===== config.mk =====
export PLATFORM = sky130hd
export DESIGN_NAME = sorted_delay_timer_queue_unit
export DESIGN_NICKNAME = d
export VERILOG_FILES = /design/src/sdtq_pkg.sv /design/src/sorted_delay_timer_queue_unit.sv /design/src/sdtq_ram.sv
export SDC_FILE = /design/constraint.sdc
export NUM_CORES = 2
export LEC_CHECK = 0
export BUFFER_PORTS_ARGS = -buffer_cell sky130_fd_sc_hd__buf_2
export CORE_UTILIZATION = 49
export DETAILED_ROUTE_END_ITERATION = 10
export GPL_TIMING_DRIVEN = 0
export PLACE_DENSITY = 0.61
export SLEW_MARGIN = 20
export SYNTH_ARGS = -nofsm -noshare
export SYNTH_HDL_FRONTEND = slang
export SYNTH_HIERARCHICAL = 1
export SYNTH_SLANG_ARGS = --single-unit

===== constraint.sdc =====
create_clock -name clk -period 12.7 [get_ports clk]
set_input_delay 3.175 -clock clk [delete_from_list [all_inputs] [get_ports clk]]
set_output_delay 3.175 -clock clk [all_outputs]
set_load 0.01 [all_outputs]

===== src/sdtq_pkg.sv =====
// Package for the sorted delay timer queue: sizes, request codes, sequencer
// states and payload structs. No dependencies.
package sdtq_pkg;

	localparam int QUEUE_SLOTS = 32;
	localparam int IDX_W = $clog2(QUEUE_SLOTS);
	localparam int CNT_W = $clog2(QUEUE_SLOTS + 1);
	localparam int TICK_W = 31;
	localparam int TASK_W = 8;
	localparam int ENTRY_W = TICK_W + TASK_W;
	localparam logic [TICK_W-1:0] TICK_MAX = '1;

	// Reply codes
	localparam logic [31:0] RV_FULL = 32'hFFFF_FFFF;
	localparam logic [31:0] RV_UNKNOWN = 32'hFFFF_FFFE;
	localparam logic [31:0] RV_ZERO = 32'd0;
	localparam logic [31:0] RV_ONE = 32'd1;

	typedef enum logic [2:0] {
		FN_DELAY  = 3'd0,
		FN_TIME   = 3'd1,
		FN_TICK   = 3'd2,
		FN_CANCEL = 3'd3,
		FN_QUIT   = 3'd4
	} func_t;

	typedef enum logic [3:0] {
		ST_IDLE,
		ST_EXEC,
		ST_INS_WAIT,
		ST_INS_CMP,
		ST_INS_PUT,
		ST_CAN_WAIT,
		ST_CAN_CMP,
		ST_SH_WAIT,
		ST_SH_CMP,
		ST_CAN_R1,
		ST_CAN_R2,
		ST_DUE_WAIT,
		ST_DUE_CMP,
		ST_SHUT_WAIT,
		ST_SHUT_CMP,
		ST_FIN
	} state_t;

	typedef struct packed {
		logic [2:0]        func;
		logic [TASK_W-1:0] requester;
		logic [TICK_W-1:0] target_tick;
		logic [TASK_W-1:0] cancel_task;
	} in_t;

	typedef struct packed {
		logic [TASK_W-1:0] dest_task;
		logic signed [31:0] reply_value;
		logic              last;
	} out_t;

	typedef struct packed {
		logic [TICK_W-1:0] wake;
		logic [TASK_W-1:0] task_id;
	} entry_t;

endpackage


===== src/sorted_delay_timer_queue_unit.sv =====
// Sorted delay timer queue, top level. Uses sdtq_pkg and sdtq_ram.
//
// The block keeps a tick counter and a queue of waiting tasks in one RAM,
// sorted by wake tick, held as a ring with a head pointer. One request is
// taken at a time; a sequencer walks the RAM entry by entry (read, then
// compare and write back). A delay_until walks the entries with a later
// wake tick, a cancel the entries up to the match and behind it, and due
// entries are released one at a time from the head; a tick with shutdown
// releases every waiter. Replies leave through an output register and
// stall the sequencer only when the consumer holds off. There is no
// clearing pass after reset.
module sorted_delay_timer_queue_unit (
	input  logic           clk,
	input  logic           arst_n,
	input  logic           in_valid,
	output logic           in_ready,
	input  sdtq_pkg::in_t  in_data,
	output logic           out_valid,
	input  logic           out_ready,
	output sdtq_pkg::out_t out_data
);

	localparam int IDX_W = sdtq_pkg::IDX_W;
	localparam int CNT_W = sdtq_pkg::CNT_W;
	localparam int TICK_W = sdtq_pkg::TICK_W;
	localparam int TASK_W = sdtq_pkg::TASK_W;

	sdtq_pkg::state_t state_q, state_d;
	sdtq_pkg::in_t    item_q;
	logic [TICK_W-1:0] tick_q, tick_d;
	logic [CNT_W-1:0]  count_q, count_d;
	logic [IDX_W-1:0]  head_q, head_d;
	logic [IDX_W-1:0]  idx_q, idx_d;
	logic              armed_q, armed_d;
	logic [TASK_W-1:0] quitter_q, quitter_d;
	logic              halted_q, halted_d;
	logic              shut_q, shut_d;

	logic              pend_v_q;
	logic [TASK_W-1:0] pend_dest_q;
	logic [31:0]       pend_val_q;
	logic              out_v_q;
	sdtq_pkg::out_t    out_q;

	logic              emit_v;
	logic [TASK_W-1:0] emit_dest;
	logic [31:0]       emit_val;
	logic              out_free, can_emit, emit_fire, flush;

	logic              ram_we;
	logic [IDX_W-1:0]  wr_log;
	sdtq_pkg::entry_t  wr_entry, rd_entry, new_entry;
	logic [IDX_W-1:0]  ram_waddr, ram_raddr;

	logic [CNT_W-1:0]  idx_next_c;
	logic              more_c;
	logic [IDX_W-1:0]  head_inc;
	logic [31:0]       tick_ext, neg_tick;

	// Logical queue position to RAM address
	function automatic logic [IDX_W-1:0] phys(input logic [IDX_W-1:0] h,
		input logic [IDX_W-1:0] i);
		logic [IDX_W:0] s;
		s = {1'b0, h} + {1'b0, i};
		if (s >= (IDX_W+1)'(sdtq_pkg::QUEUE_SLOTS)) begin
			s = s - (IDX_W+1)'(sdtq_pkg::QUEUE_SLOTS);
		end
		return s[IDX_W-1:0];
	endfunction

	assign ram_raddr = phys(head_q, idx_q);
	assign ram_waddr = phys(head_q, wr_log);

	sdtq_ram #(
		.WIDTH(sdtq_pkg::ENTRY_W),
		.DEPTH(sdtq_pkg::QUEUE_SLOTS)
	) u_ram (
		.clk   (clk),
		.we    (ram_we),
		.waddr (ram_waddr),
		.wdata (wr_entry),
		.raddr (ram_raddr),
		.rdata (rd_entry)
	);

	assign in_ready  = (state_q == sdtq_pkg::ST_IDLE);
	assign out_valid = out_v_q;
	assign out_data  = out_q;

	assign out_free  = !out_v_q || out_ready;
	assign can_emit  = !pend_v_q || out_free;
	assign emit_fire = emit_v && can_emit;

	assign idx_next_c = CNT_W'(idx_q) + CNT_W'(1);
	assign more_c     = idx_next_c < count_q;
	assign head_inc   = (head_q == IDX_W'(sdtq_pkg::QUEUE_SLOTS - 1)) ? '0 : head_q + IDX_W'(1);
	assign tick_ext   = {1'b0, tick_q};
	assign neg_tick   = 32'd0 - tick_ext;
	assign new_entry  = '{wake: item_q.target_tick, task_id: item_q.requester};

	// Sequencer: next state, RAM writes, reply generation
	always_comb begin
		state_d   = state_q;
		tick_d    = tick_q;
		count_d   = count_q;
		head_d    = head_q;
		idx_d     = idx_q;
		armed_d   = armed_q;
		quitter_d = quitter_q;
		halted_d  = halted_q;
		shut_d    = shut_q;
		emit_v    = 1'b0;
		emit_dest = item_q.requester;
		emit_val  = sdtq_pkg::RV_ZERO;
		ram_we    = 1'b0;
		wr_log    = '0;
		wr_entry  = new_entry;
		flush     = 1'b0;

		unique case (state_q)
			sdtq_pkg::ST_IDLE: begin
				shut_d = 1'b0;
				if (in_valid && !halted_q) begin
					state_d = sdtq_pkg::ST_EXEC;
				end
			end
			sdtq_pkg::ST_EXEC: begin
				idx_d = '0;
				unique case (item_q.func)
					sdtq_pkg::FN_DELAY: begin
						if (count_q == CNT_W'(sdtq_pkg::QUEUE_SLOTS)) begin
							emit_v   = 1'b1;
							emit_val = sdtq_pkg::RV_FULL;
							if (can_emit) begin
								state_d = sdtq_pkg::ST_DUE_WAIT;
							end
						end else if (count_q == '0) begin
							ram_we  = 1'b1;
							count_d = count_q + CNT_W'(1);
							state_d = sdtq_pkg::ST_DUE_WAIT;
						end else begin
							idx_d   = IDX_W'(count_q - CNT_W'(1));
							state_d = sdtq_pkg::ST_INS_WAIT;
						end
					end
					sdtq_pkg::FN_TIME: begin
						emit_v   = 1'b1;
						emit_val = tick_ext;
						if (can_emit) begin
							state_d = sdtq_pkg::ST_DUE_WAIT;
						end
					end
					sdtq_pkg::FN_TICK: begin
						emit_v   = 1'b1;
						emit_val = armed_q ? sdtq_pkg::RV_ZERO : sdtq_pkg::RV_ONE;
						if (can_emit) begin
							if (armed_q) begin
								shut_d = 1'b1;
							end else if (tick_q != sdtq_pkg::TICK_MAX) begin
								tick_d = tick_q + TICK_W'(1);
							end
							state_d = sdtq_pkg::ST_DUE_WAIT;
						end
					end
					sdtq_pkg::FN_CANCEL: begin
						if (count_q == '0) begin
							emit_v   = 1'b1;
							emit_val = sdtq_pkg::RV_ONE;
							if (can_emit) begin
								state_d = sdtq_pkg::ST_DUE_WAIT;
							end
						end else begin
							state_d = sdtq_pkg::ST_CAN_WAIT;
						end
					end
					sdtq_pkg::FN_QUIT: begin
						armed_d   = 1'b1;
						quitter_d = item_q.requester;
						state_d   = sdtq_pkg::ST_DUE_WAIT;
					end
					default: begin
						emit_v   = 1'b1;
						emit_val = sdtq_pkg::RV_UNKNOWN;
						if (can_emit) begin
							state_d = sdtq_pkg::ST_DUE_WAIT;
						end
					end
				endcase
			end
			// Insert: walk from the tail, shift later wake ticks up by one
			sdtq_pkg::ST_INS_WAIT: begin
				state_d = sdtq_pkg::ST_INS_CMP;
			end
			sdtq_pkg::ST_INS_CMP: begin
				ram_we = 1'b1;
				wr_log = idx_q + IDX_W'(1);
				if (rd_entry.wake > item_q.target_tick) begin
					wr_entry = rd_entry;
					if (idx_q == '0) begin
						state_d = sdtq_pkg::ST_INS_PUT;
					end else begin
						idx_d   = idx_q - IDX_W'(1);
						state_d = sdtq_pkg::ST_INS_WAIT;
					end
				end else begin
					count_d = count_q + CNT_W'(1);
					idx_d   = '0;
					state_d = sdtq_pkg::ST_DUE_WAIT;
				end
			end
			sdtq_pkg::ST_INS_PUT: begin
				ram_we  = 1'b1;
				count_d = count_q + CNT_W'(1);
				idx_d   = '0;
				state_d = sdtq_pkg::ST_DUE_WAIT;
			end
			// Cancel: search from the head for the task
			sdtq_pkg::ST_CAN_WAIT: begin
				state_d = sdtq_pkg::ST_CAN_CMP;
			end
			sdtq_pkg::ST_CAN_CMP: begin
				if (rd_entry.task_id == item_q.cancel_task) begin
					if (more_c) begin
						idx_d   = idx_q + IDX_W'(1);
						state_d = sdtq_pkg::ST_SH_WAIT;
					end else begin
						count_d = count_q - CNT_W'(1);
						state_d = sdtq_pkg::ST_CAN_R1;
					end
				end else if (more_c) begin
					idx_d   = idx_q + IDX_W'(1);
					state_d = sdtq_pkg::ST_CAN_WAIT;
				end else begin
					emit_v   = 1'b1;
					emit_val = sdtq_pkg::RV_ONE;
					if (can_emit) begin
						idx_d   = '0;
						state_d = sdtq_pkg::ST_DUE_WAIT;
					end
				end
			end
			// Close the gap behind the cancelled entry
			sdtq_pkg::ST_SH_WAIT: begin
				state_d = sdtq_pkg::ST_SH_CMP;
			end
			sdtq_pkg::ST_SH_CMP: begin
				ram_we   = 1'b1;
				wr_log   = idx_q - IDX_W'(1);
				wr_entry = rd_entry;
				if (more_c) begin
					idx_d   = idx_q + IDX_W'(1);
					state_d = sdtq_pkg::ST_SH_WAIT;
				end else begin
					count_d = count_q - CNT_W'(1);
					state_d = sdtq_pkg::ST_CAN_R1;
				end
			end
			sdtq_pkg::ST_CAN_R1: begin
				emit_v   = 1'b1;
				emit_val = sdtq_pkg::RV_ZERO;
				if (can_emit) begin
					state_d = sdtq_pkg::ST_CAN_R2;
				end
			end
			sdtq_pkg::ST_CAN_R2: begin
				emit_v    = 1'b1;
				emit_dest = item_q.cancel_task;
				emit_val  = neg_tick;
				if (can_emit) begin
					idx_d   = '0;
					state_d = sdtq_pkg::ST_DUE_WAIT;
				end
			end
			// Release due entries from the head
			sdtq_pkg::ST_DUE_WAIT: begin
				state_d = sdtq_pkg::ST_DUE_CMP;
			end
			sdtq_pkg::ST_DUE_CMP: begin
				if (count_q != '0 && rd_entry.wake <= tick_q) begin
					emit_v    = 1'b1;
					emit_dest = rd_entry.task_id;
					emit_val  = tick_ext;
					if (can_emit) begin
						head_d  = head_inc;
						count_d = count_q - CNT_W'(1);
						state_d = sdtq_pkg::ST_DUE_WAIT;
					end
				end else if (shut_q) begin
					state_d = sdtq_pkg::ST_SHUT_WAIT;
				end else begin
					state_d = sdtq_pkg::ST_FIN;
				end
			end
			// Shutdown: release all waiters, then the quitter
			sdtq_pkg::ST_SHUT_WAIT: begin
				state_d = sdtq_pkg::ST_SHUT_CMP;
			end
			sdtq_pkg::ST_SHUT_CMP: begin
				emit_v   = 1'b1;
				emit_val = tick_ext;
				if (count_q != '0) begin
					emit_dest = rd_entry.task_id;
					if (can_emit) begin
						head_d  = head_inc;
						count_d = count_q - CNT_W'(1);
						state_d = sdtq_pkg::ST_SHUT_WAIT;
					end
				end else begin
					emit_dest = quitter_q;
					if (can_emit) begin
						halted_d = 1'b1;
						state_d  = sdtq_pkg::ST_FIN;
					end
				end
			end
			// Send the held reply marked as the last one
			sdtq_pkg::ST_FIN: begin
				if (!pend_v_q) begin
					state_d = sdtq_pkg::ST_IDLE;
				end else if (out_free) begin
					flush   = 1'b1;
					state_d = sdtq_pkg::ST_IDLE;
				end
			end
			default: begin
				state_d = sdtq_pkg::ST_IDLE;
			end
		endcase
	end

	// Control state
	always_ff @(posedge clk or negedge arst_n) begin
		if (!arst_n) begin
			state_q   <= sdtq_pkg::ST_IDLE;
			tick_q    <= '0;
			count_q   <= '0;
			head_q    <= '0;
			idx_q     <= '0;
			armed_q   <= 1'b0;
			quitter_q <= '0;
			halted_q  <= 1'b0;
			shut_q    <= 1'b0;
			pend_v_q  <= 1'b0;
			out_v_q   <= 1'b0;
		end else begin
			state_q   <= state_d;
			tick_q    <= tick_d;
			count_q   <= count_d;
			head_q    <= head_d;
			idx_q     <= idx_d;
			armed_q   <= armed_d;
			quitter_q <= quitter_d;
			halted_q  <= halted_d;
			shut_q    <= shut_d;
			if (emit_fire) begin
				pend_v_q <= 1'b1;
			end else if (flush) begin
				pend_v_q <= 1'b0;
			end
			if ((emit_fire && pend_v_q) || flush) begin
				out_v_q <= 1'b1;
			end else if (out_ready) begin
				out_v_q <= 1'b0;
			end
		end
	end

	// Payload registers: captured request, held reply, output register
	always_ff @(posedge clk) begin
		if (in_valid && in_ready) begin
			item_q <= in_data;
		end
		if (emit_fire) begin
			pend_dest_q <= emit_dest;
			pend_val_q  <= emit_val;
		end
		if ((emit_fire && pend_v_q) || flush) begin
			out_q.dest_task   <= pend_dest_q;
			out_q.reply_value <= pend_val_q;
			out_q.last        <= flush;
		end
	end

endmodule


===== src/sdtq_ram.sv =====
// Generic simple dual-port RAM: one write port, one read port with registered
// read data. No dependencies.
module sdtq_ram #(
	parameter int WIDTH = 8,
	parameter int DEPTH = 32,
	localparam int AW = (DEPTH > 1) ? $clog2(DEPTH) : 1
) (
	input  logic             clk,
	input  logic             we,
	input  logic [AW-1:0]    waddr,
	input  logic [WIDTH-1:0] wdata,
	input  logic [AW-1:0]    raddr,
	output logic [WIDTH-1:0] rdata
);

	logic [WIDTH-1:0] mem [DEPTH];

	always_ff @(posedge clk) begin
		if (we) begin
			mem[waddr] <= wdata;
		end
		rdata <= mem[raddr];
	end

endmodule

* Word level (Yosys, flattened, before mapping)
Memories as Yosys holds them, arrays and structs flattened. A register that Yosys moved wholly into a read port is not among the register bits.
Cells that the tools add are included.
** Word-level totals
- Register bits :: 195
- Bits in writable memories :: 1248
- Word-level logic and storage cells :: 194
- Input bits :: 54
- Memories kept :: 1
- Bits in read-only memories :: 0
- Latch bits :: 0
** Memories
- u_ram.mem :: words 32, width 39, read ports 1, clocked after Yosys merged registers in 1, wr ports 1, RTL line sdtq_ram.sv:16 : logic [WIDTH-1:0] mem [DEPTH];
** Operators by class
- Bitwise gates (word level) :: 2
- Equality and inequality tests :: 38
- Div/mod/pow operators :: 0
- $add $sub $neg :: 12
- $mul :: 0
- Order comparisons :: 5
- Muxes and demuxes :: 84
- Reduce and logical (&&, ||, !) cells :: 32
- Shift operators :: 0
** Operator list (number)
- $pmux 32 s5 :: 2
- $pmux 39 s2 :: 1
- $mux 5 :: 15
- $mux 4 :: 16
- $pmux 4 s16 :: 1
- $mux 6 :: 9
- $pmux 6 s7 :: 1
- $mux 39 :: 1
- $eq 4x4->1 const B :: 8
- $mux 32 :: 1
- $sub 1x31->32 const A :: 1
- $add 31x1->31 const B :: 1
- $gt 31x31->1 :: 1
- $le 31x31->1 :: 1
- $mux 31 :: 1
- $ne 31x31->1 const B :: 1
- $pmux 5 s6 :: 1
- $ne 2x2->1 const B :: 12
- $pmux 8 s3 :: 1
- $mux 1 :: 23
- $pmux 5 s2 :: 2
- $eq 4x3->1 const B :: 4
- $mux 8 :: 2
- $sub 5x1->5 const B :: 3
- 40 further kinds :: 64

* Logic depth before layout (Yosys ltp)
- Word-level depth :: 9
- Gate-level depth with buffers :: 15

* Modules after synthesis
Netlist, hierarchy kept.
** By module, submodules not included
- sdtq_ram :: cells an instance 2743, times used 1, area each 49501.2 µm²
- sorted_delay_timer_queue_unit :: cells an instance 1140, times used 1, area each 12129.1 µm²

* Worst setup path after synthesis
No wires, ideal clock.
- Path type :: input port to flip-flop
- From :: in out_ready
- To :: reg out_q, in the netlist out_data[0] (enable)
- Setup time :: 453 ps
- Arrival time :: 5369 ps
- Data required time :: 12247 ps
- Stages on the path :: 3
- Setup slack :: 6878 ps
- Cell sequence :: nand2b_1 -> nand2_1 -> a21oi_1
** On the way
- Word-level cells in the longest chain between the ends :: 5
- Elaborated cells on any way between the ends :: 8
** RTL lines
- start, declared :: RTL line sorted_delay_timer_queue_unit.sv:19 : input logic out_ready,
- $logic_or 1x1->1 * :: RTL line sorted_delay_timer_queue_unit.sv:90 : assign out_free = !out_v_q || out_ready;
- $mux 1 / $logic_or 1x1->1 (equally long branches) :: RTL line sorted_delay_timer_queue_unit.sv:320, sorted_delay_timer_queue_unit.sv:91
- $mux 1 / $logic_and 1x1->1 (equally long branches) :: RTL line sorted_delay_timer_queue_unit.sv:318, sorted_delay_timer_queue_unit.sv:92
- $mux 1 / $logic_and 1x1->1 (equally long branches) :: RTL line sorted_delay_timer_queue_unit.sv:120, sorted_delay_timer_queue_unit.sv:377
- $logic_or 1x1->1 * :: RTL line sorted_delay_timer_queue_unit.sv:377 : if ((emit_fire && pend_v_q) || flush) begin
- end, declared :: RTL line sorted_delay_timer_queue_unit.sv:43 : sdtq_pkg::out_t out_q;
Mark *: on every way between the ends. The rest lies on a longest branch, timed or not.
A chain may end at the register's enable or synchronous reset.

* Worst setup path in the final report
- From :: reg state_q[0]
- To :: out in_ready
** On the way
- Word-level cells in the longest chain between the ends :: 1
** RTL lines
- start, declared :: RTL line sorted_delay_timer_queue_unit.sv:28 : sdtq_pkg::state_t state_q, state_d;
- start signal, assigned :: RTL line sorted_delay_timer_queue_unit.sv:334 : state_q <= sdtq_pkg::ST_IDLE;
- start signal, assigned :: RTL line sorted_delay_timer_queue_unit.sv:346 : state_q <= state_d;
- $logic_not 4->1 :: RTL line sorted_delay_timer_queue_unit.sv:86 : assign in_ready = (state_q == sdtq_pkg::ST_IDLE);
- end, declared :: RTL line sorted_delay_timer_queue_unit.sv:16 : output logic in_ready,
Every way passes these cells.

==> insert_results.sql <==
INSERT INTO impl_metrics (metric_group, metric, value, unit) VALUES
('clocking', 'post_cts.repair.setup_buffers', '0', ''),
('clocking', 'cts_root_buffer', 'sky130_fd_sc_hd__clkbuf_16', ''),
('setup_path', 'crit_slowest_cell', 'sky130_fd_sc_hd__nor4_1', ''),
('power', 'power.static_leakage', '0.0231', 'uW'),
('run', 'drv_cap', '0', ''),
('setup_path', 'r2r_start', 'state_q[0]', ''),
('final_layout', 'final_net_count', '4348', ''),
('clocking', 'cts-hold-fix-buffers', '0', ''),
('final_layout', 'register_area', '43800', 'um^2'),
('setup_path', 'regToRegEndpoint', 'u_ram/mem[30][20]', ''),
('logic_synthesis', 'yosys_register_bits', '1482', ''),
('clocking', 'clock_latency_reported_for_the_late_side_of_the_worst_skew_pair', '800', 'ps'),
('floorplanning', 'rows', '129', ''),
('clocking', 'cts_repair_resize_count', '0', ''),
('timing', 'report.final.setup_viol', '0', ''),
('final_layout', 'fillers', '9664', ''),
('setup_path', 'critical_path_peak_fanout', '10', ''),
('timing', 'max-slew-margin-rel', '0.229', ''),
('floorplanning', 'dieHeight', '357', 'um'),
('setup_path', 'crit_chain', 'buf_2 -> clkbuf_1 -> clkbuf_1 -> nor4_1 -> buf_2', ''),
('clocking', 'cts_htree_levels', '4', ''),
('timing', 'rsz0062_at_grt', 'false', ''),
('logic_synthesis', 'edff_count_synth', '1379', ''),
('timing', 'final_max_slew_viol_count', '0', ''),
('power', 'totalPowerFinal', '9830', 'uW'),
('status', 'status', 'finished clean', ''),
('clocking', 'register_clock_pin_slew_on_the_reported_worst_setup_and_hold_paths', '60', 'ps'),
('final_layout', 'final_design_area_no_fill', '70800', 'um^2'),
('setup_path', 'crit_arrival', '2590', 'ps'),
('grt', 'globalRouteMet2Util', '0.437', ''),
('detailed_routing', 'routed-via-count', '35300', ''),
('setup_path', 'reg2reg_depth', '15', ''),
('placed_design', 'post-dp-hpwl', '117000', 'um'),
('placed_design', 'placedInstanceArea', '65900', 'um^2'),
('grt', 'gr_layer_usage_met3', '0.0441', ''),
('timing', 'fin_skew', '25.8', 'ps'),
('setup_path', 'endpoint_kind', 'output port', ''),
('timing', 'achievable-frequency', '174', 'MHz'),
('grt', 'grt_start_max_net_pins', '44', ''),
('setup_path', 'required', '9520', 'ps'),
('hold_path', 'hold_depth', '0', ''),
('detailed_routing', 'drt_iter0_markers', '3431', ''),
('timing', 'max_slew.worst_pin.slew', '1160', 'ps'),
('timing', 'post-route-min-period', '5760', 'ps'),
('detailed_routing', 'route.antenna.remaining_nets', '0', ''),
('final_layout', 'syn2layout_area_growth', '15.0', '%'),
('power', 'pwr_density_cell', '139', 'nW/um^2'),
('timing', 'setup_ws', '6940', 'ps'),
('floorplanning', 'die_width', '357', 'um'),
('floorplanning', 'start_util', '0.496', ''),
('logic_synthesis', 'async_reset_ff_frac', '0.0432', ''),
('detailed_routing', 'drt_pass1_iterations', '5', ''),
('grt', 'overflow', '0', ''),
('placed_design', 'dpl.cell_count', '5685', ''),
('floorplanning', 'fp.coreArea', '124000', 'um^2'),
('grt', 'groute.usage.overall', '0.256', ''),
('floorplanning', 'io_pins', '97', ''),
('grt', 'grt_pass1_vias', '34700', ''),
('detailed_routing', 'wl_per_cell', '27.2', 'um'),
('final_layout', 'multiInputGateArea', '16300', 'um^2'),
('grt', 'initial_antenna_violation_count', '8', ''),
('logic_synthesis', 'seq_area_frac_synth', '0.711', ''),
('placed_design', 'port-buffer-count', '96', ''),
('clocking', 'cts-buffers-inserted', '158', ''),
('clocking', 'cts_tree', 'built', ''),
('logic_synthesis', 'yosysWarnings', '6', ''),
('timing', 'post-route-period-util', '0.454', ''),
('detailed_routing', 'vias_per_cell', '5.91', ''),
('setup_path', 'setup.worst_path.class', 'reg2out', ''),
('grt', 'grt_first_pass_wirelength', '235000', 'um'),
('hold_path', 'hold_start', 'pend_val_q[23]', '');
## flip-flops by register name, indices dropped and copies added (netlist names), 5 cells and up
name         count
head_q           5
u_ram/rdata     39
pend_val_q      32
count_q          6
tick_q          31
idx_q            5
quitter_q        8
out_data        41
u_ram/mem     1248
pend_dest_q      8
item_q          50
## layout make-up
class / instances / share of cell area
clock inverter: 84 / 0.0100
clock buffer: 197 / 0.0590
sequential: 1482 / 0.618
tap: 1637 / 0.0289
multi-input combinational: 2097 / 0.230
timing repair buffer: 165 / 0.0284
antenna: 2 / 0.0000706
inverter: 93 / 0.00493
buffer: 211 / 0.0208
## critical path, delay by kind of cell (launching register included)
family	cells	cell delay, ps
AND/OR/NAND/NOR	1	430
flip-flops	1	400
buffers and inverters	4	970
## cells by family (layout without fill, tap and decap cells)
kind of cell | count (synthesis) | after routing | synth area share
AOI/OAI and AO/OA | 610 | 610 | 0.0686
xor gates and xnor gates | 60 | 60 | 0.00853
adders and majority gates | 86 | 86 | 0.0177
buffers and inverters | 304 | 750 | 0.0296
DFF | 1482 | 1482 | 0.711
muxes | 679 | 679 | 0.111
other | 0 | 2 | 0
and+or+nand+nor | 662 | 662 | 0.0538
## per-stage QoR
| step | utilization | hold WS (ps) |
|---|---|---|
| after floorplan | - | 400 |
| after global placement | 0.516 | 400 |
| after detailed placement | 0.531 | 405 |
| after CTS | 0.570 | 399 |
| after global routing | 0.570 | 404 |
| final | 0.570 | 409 |
## cell usage after synthesis, types with 5 or more instances
master | instances | area (um^2)
sky130_fd_sc_hd__a31oi_1 | 47 | 294
sky130_fd_sc_hd__nand2b_1 | 11 | 68.8
sky130_fd_sc_hd__nand3b_1 | 9 | 67.6
sky130_fd_sc_hd__clkbuf_1 | 58 | 218
sky130_fd_sc_hd__or3_1 | 12 | 75.1
sky130_fd_sc_hd__o311ai_0 | 11 | 96.3
sky130_fd_sc_hd__dfxtp_1 | 39 | 781
sky130_fd_sc_hd__nor4_1 | 19 | 119
sky130_fd_sc_hd__buf_6 | 34 | 383
sky130_fd_sc_hd__edfxtp_1 | 1379 | 41400
sky130_fd_sc_hd__dfrtp_1 | 64 | 1600
sky130_fd_sc_hd__buf_4 | 31 | 233
sky130_fd_sc_hd__nor3_1 | 73 | 365
sky130_fd_sc_hd__buf_8 | 10 | 150
sky130_fd_sc_hd__a21oi_1 | 173 | 866
sky130_fd_sc_hd__buf_1 | 7 | 26.3
sky130_fd_sc_hd__nand4_1 | 20 | 125
sky130_fd_sc_hd__o221ai_1 | 5 | 43.8
sky130_fd_sc_hd__a21o_1 | 12 | 90.1
sky130_fd_sc_hd__buf_2 | 59 | 295
sky130_fd_sc_hd__a22oi_1 | 119 | 893
sky130_fd_sc_hd__o21ai_0 | 42 | 210
sky130_fd_sc_hd__a211oi_1 | 8 | 60.1
sky130_fd_sc_hd__o31ai_1 | 23 | 173
sky130_fd_sc_hd__xnor2_1 | 56 | 490
sky130_fd_sc_hd__mux2_2 | 49 | 552
sky130_fd_sc_hd__and2_1 | 8 | 50.1
sky130_fd_sc_hd__ha_1 | 84 | 1050
sky130_fd_sc_hd__or2_2 | 6 | 37.5
sky130_fd_sc_hd__o211ai_1 | 19 | 143
sky130_fd_sc_hd__nand3_1 | 158 | 791
sky130_fd_sc_hd__a221o_1 | 11 | 110
sky130_fd_sc_hd__and4_1 | 7 | 61.3
sky130_fd_sc_hd__nor2b_1 | 8 | 50.1
sky130_fd_sc_hd__mux2i_1 | 630 | 6310
sky130_fd_sc_hd__and3_1 | 8 | 50.1
sky130_fd_sc_hd__buf_12 | 5 | 100
sky130_fd_sc_hd__o21a_1 | 8 | 60.1
sky130_fd_sc_hd__a22o_1 | 85 | 744
sky130_fd_sc_hd__a221oi_1 | 6 | 52.6
sky130_fd_sc_hd__inv_1 | 93 | 349
sky130_fd_sc_hd__nand2_1 | 179 | 672
sky130_fd_sc_hd__nor2_1 | 110 | 413
## how the worst max path moves through the flow
stage                    start  cells past startpoint                end  slack, ps
floorplan            out_ready                      3        out_data[0]       6880
global placement    state_q[0]                     14  u_ram/mem[19][17]       4710
detailed placement   out_ready                      8         tick_q[15]       7060
CTS                 state_q[0]                      5           in_ready       6890
global route        state_q[0]                      5           in_ready       6750
finish              state_q[0]                      5           in_ready       6940
## report_power, final
part / total [uW] / internal (uW) / switching (uW)
clock network: 4370 / 2500 / 1870
registers: 5350 / 5340 / 9.12
logic: 115 / 23.0 / 92.3
total: 9830 / 7860 / 1970
## placed cells by master, fill, tap and decap left out, types with 34 or more instances in the layout
cell type                   count
sky130_fd_sc_hd__edfxtp_1    1379
sky130_fd_sc_hd__mux2i_1      630
sky130_fd_sc_hd__nand2_1      179
sky130_fd_sc_hd__a21oi_1      172
sky130_fd_sc_hd__clkbuf_16    160
sky130_fd_sc_hd__nand3_1      158
sky130_fd_sc_hd__buf_2        154
sky130_fd_sc_hd__a22oi_1      119
sky130_fd_sc_hd__inv_1         93
sky130_fd_sc_hd__clkbuf_1      91
sky130_fd_sc_hd__a22o_1        85
sky130_fd_sc_hd__ha_1          84
sky130_fd_sc_hd__nor2_1        77
sky130_fd_sc_hd__nor3_1        73
sky130_fd_sc_hd__dfrtp_1       64
sky130_fd_sc_hd__xnor2_1       56
sky130_fd_sc_hd__buf_12        52
sky130_fd_sc_hd__mux2_2        49
sky130_fd_sc_hd__a31oi_1       47
sky130_fd_sc_hd__o21ai_0       42
sky130_fd_sc_hd__dfxtp_1       39
sky130_fd_sc_hd__clkinv_1      38
sky130_fd_sc_hd__buf_6         34
## per-layer routing
layer / share of wire / routed length (um)
met1: 0.41 / 67400
met2: 0.50 / 80900
met3: 0.066 / 10700
met4: 0.021 / 3480
met5: 0 / 0
Note: power is estimated with default switching activity, not from simulation.
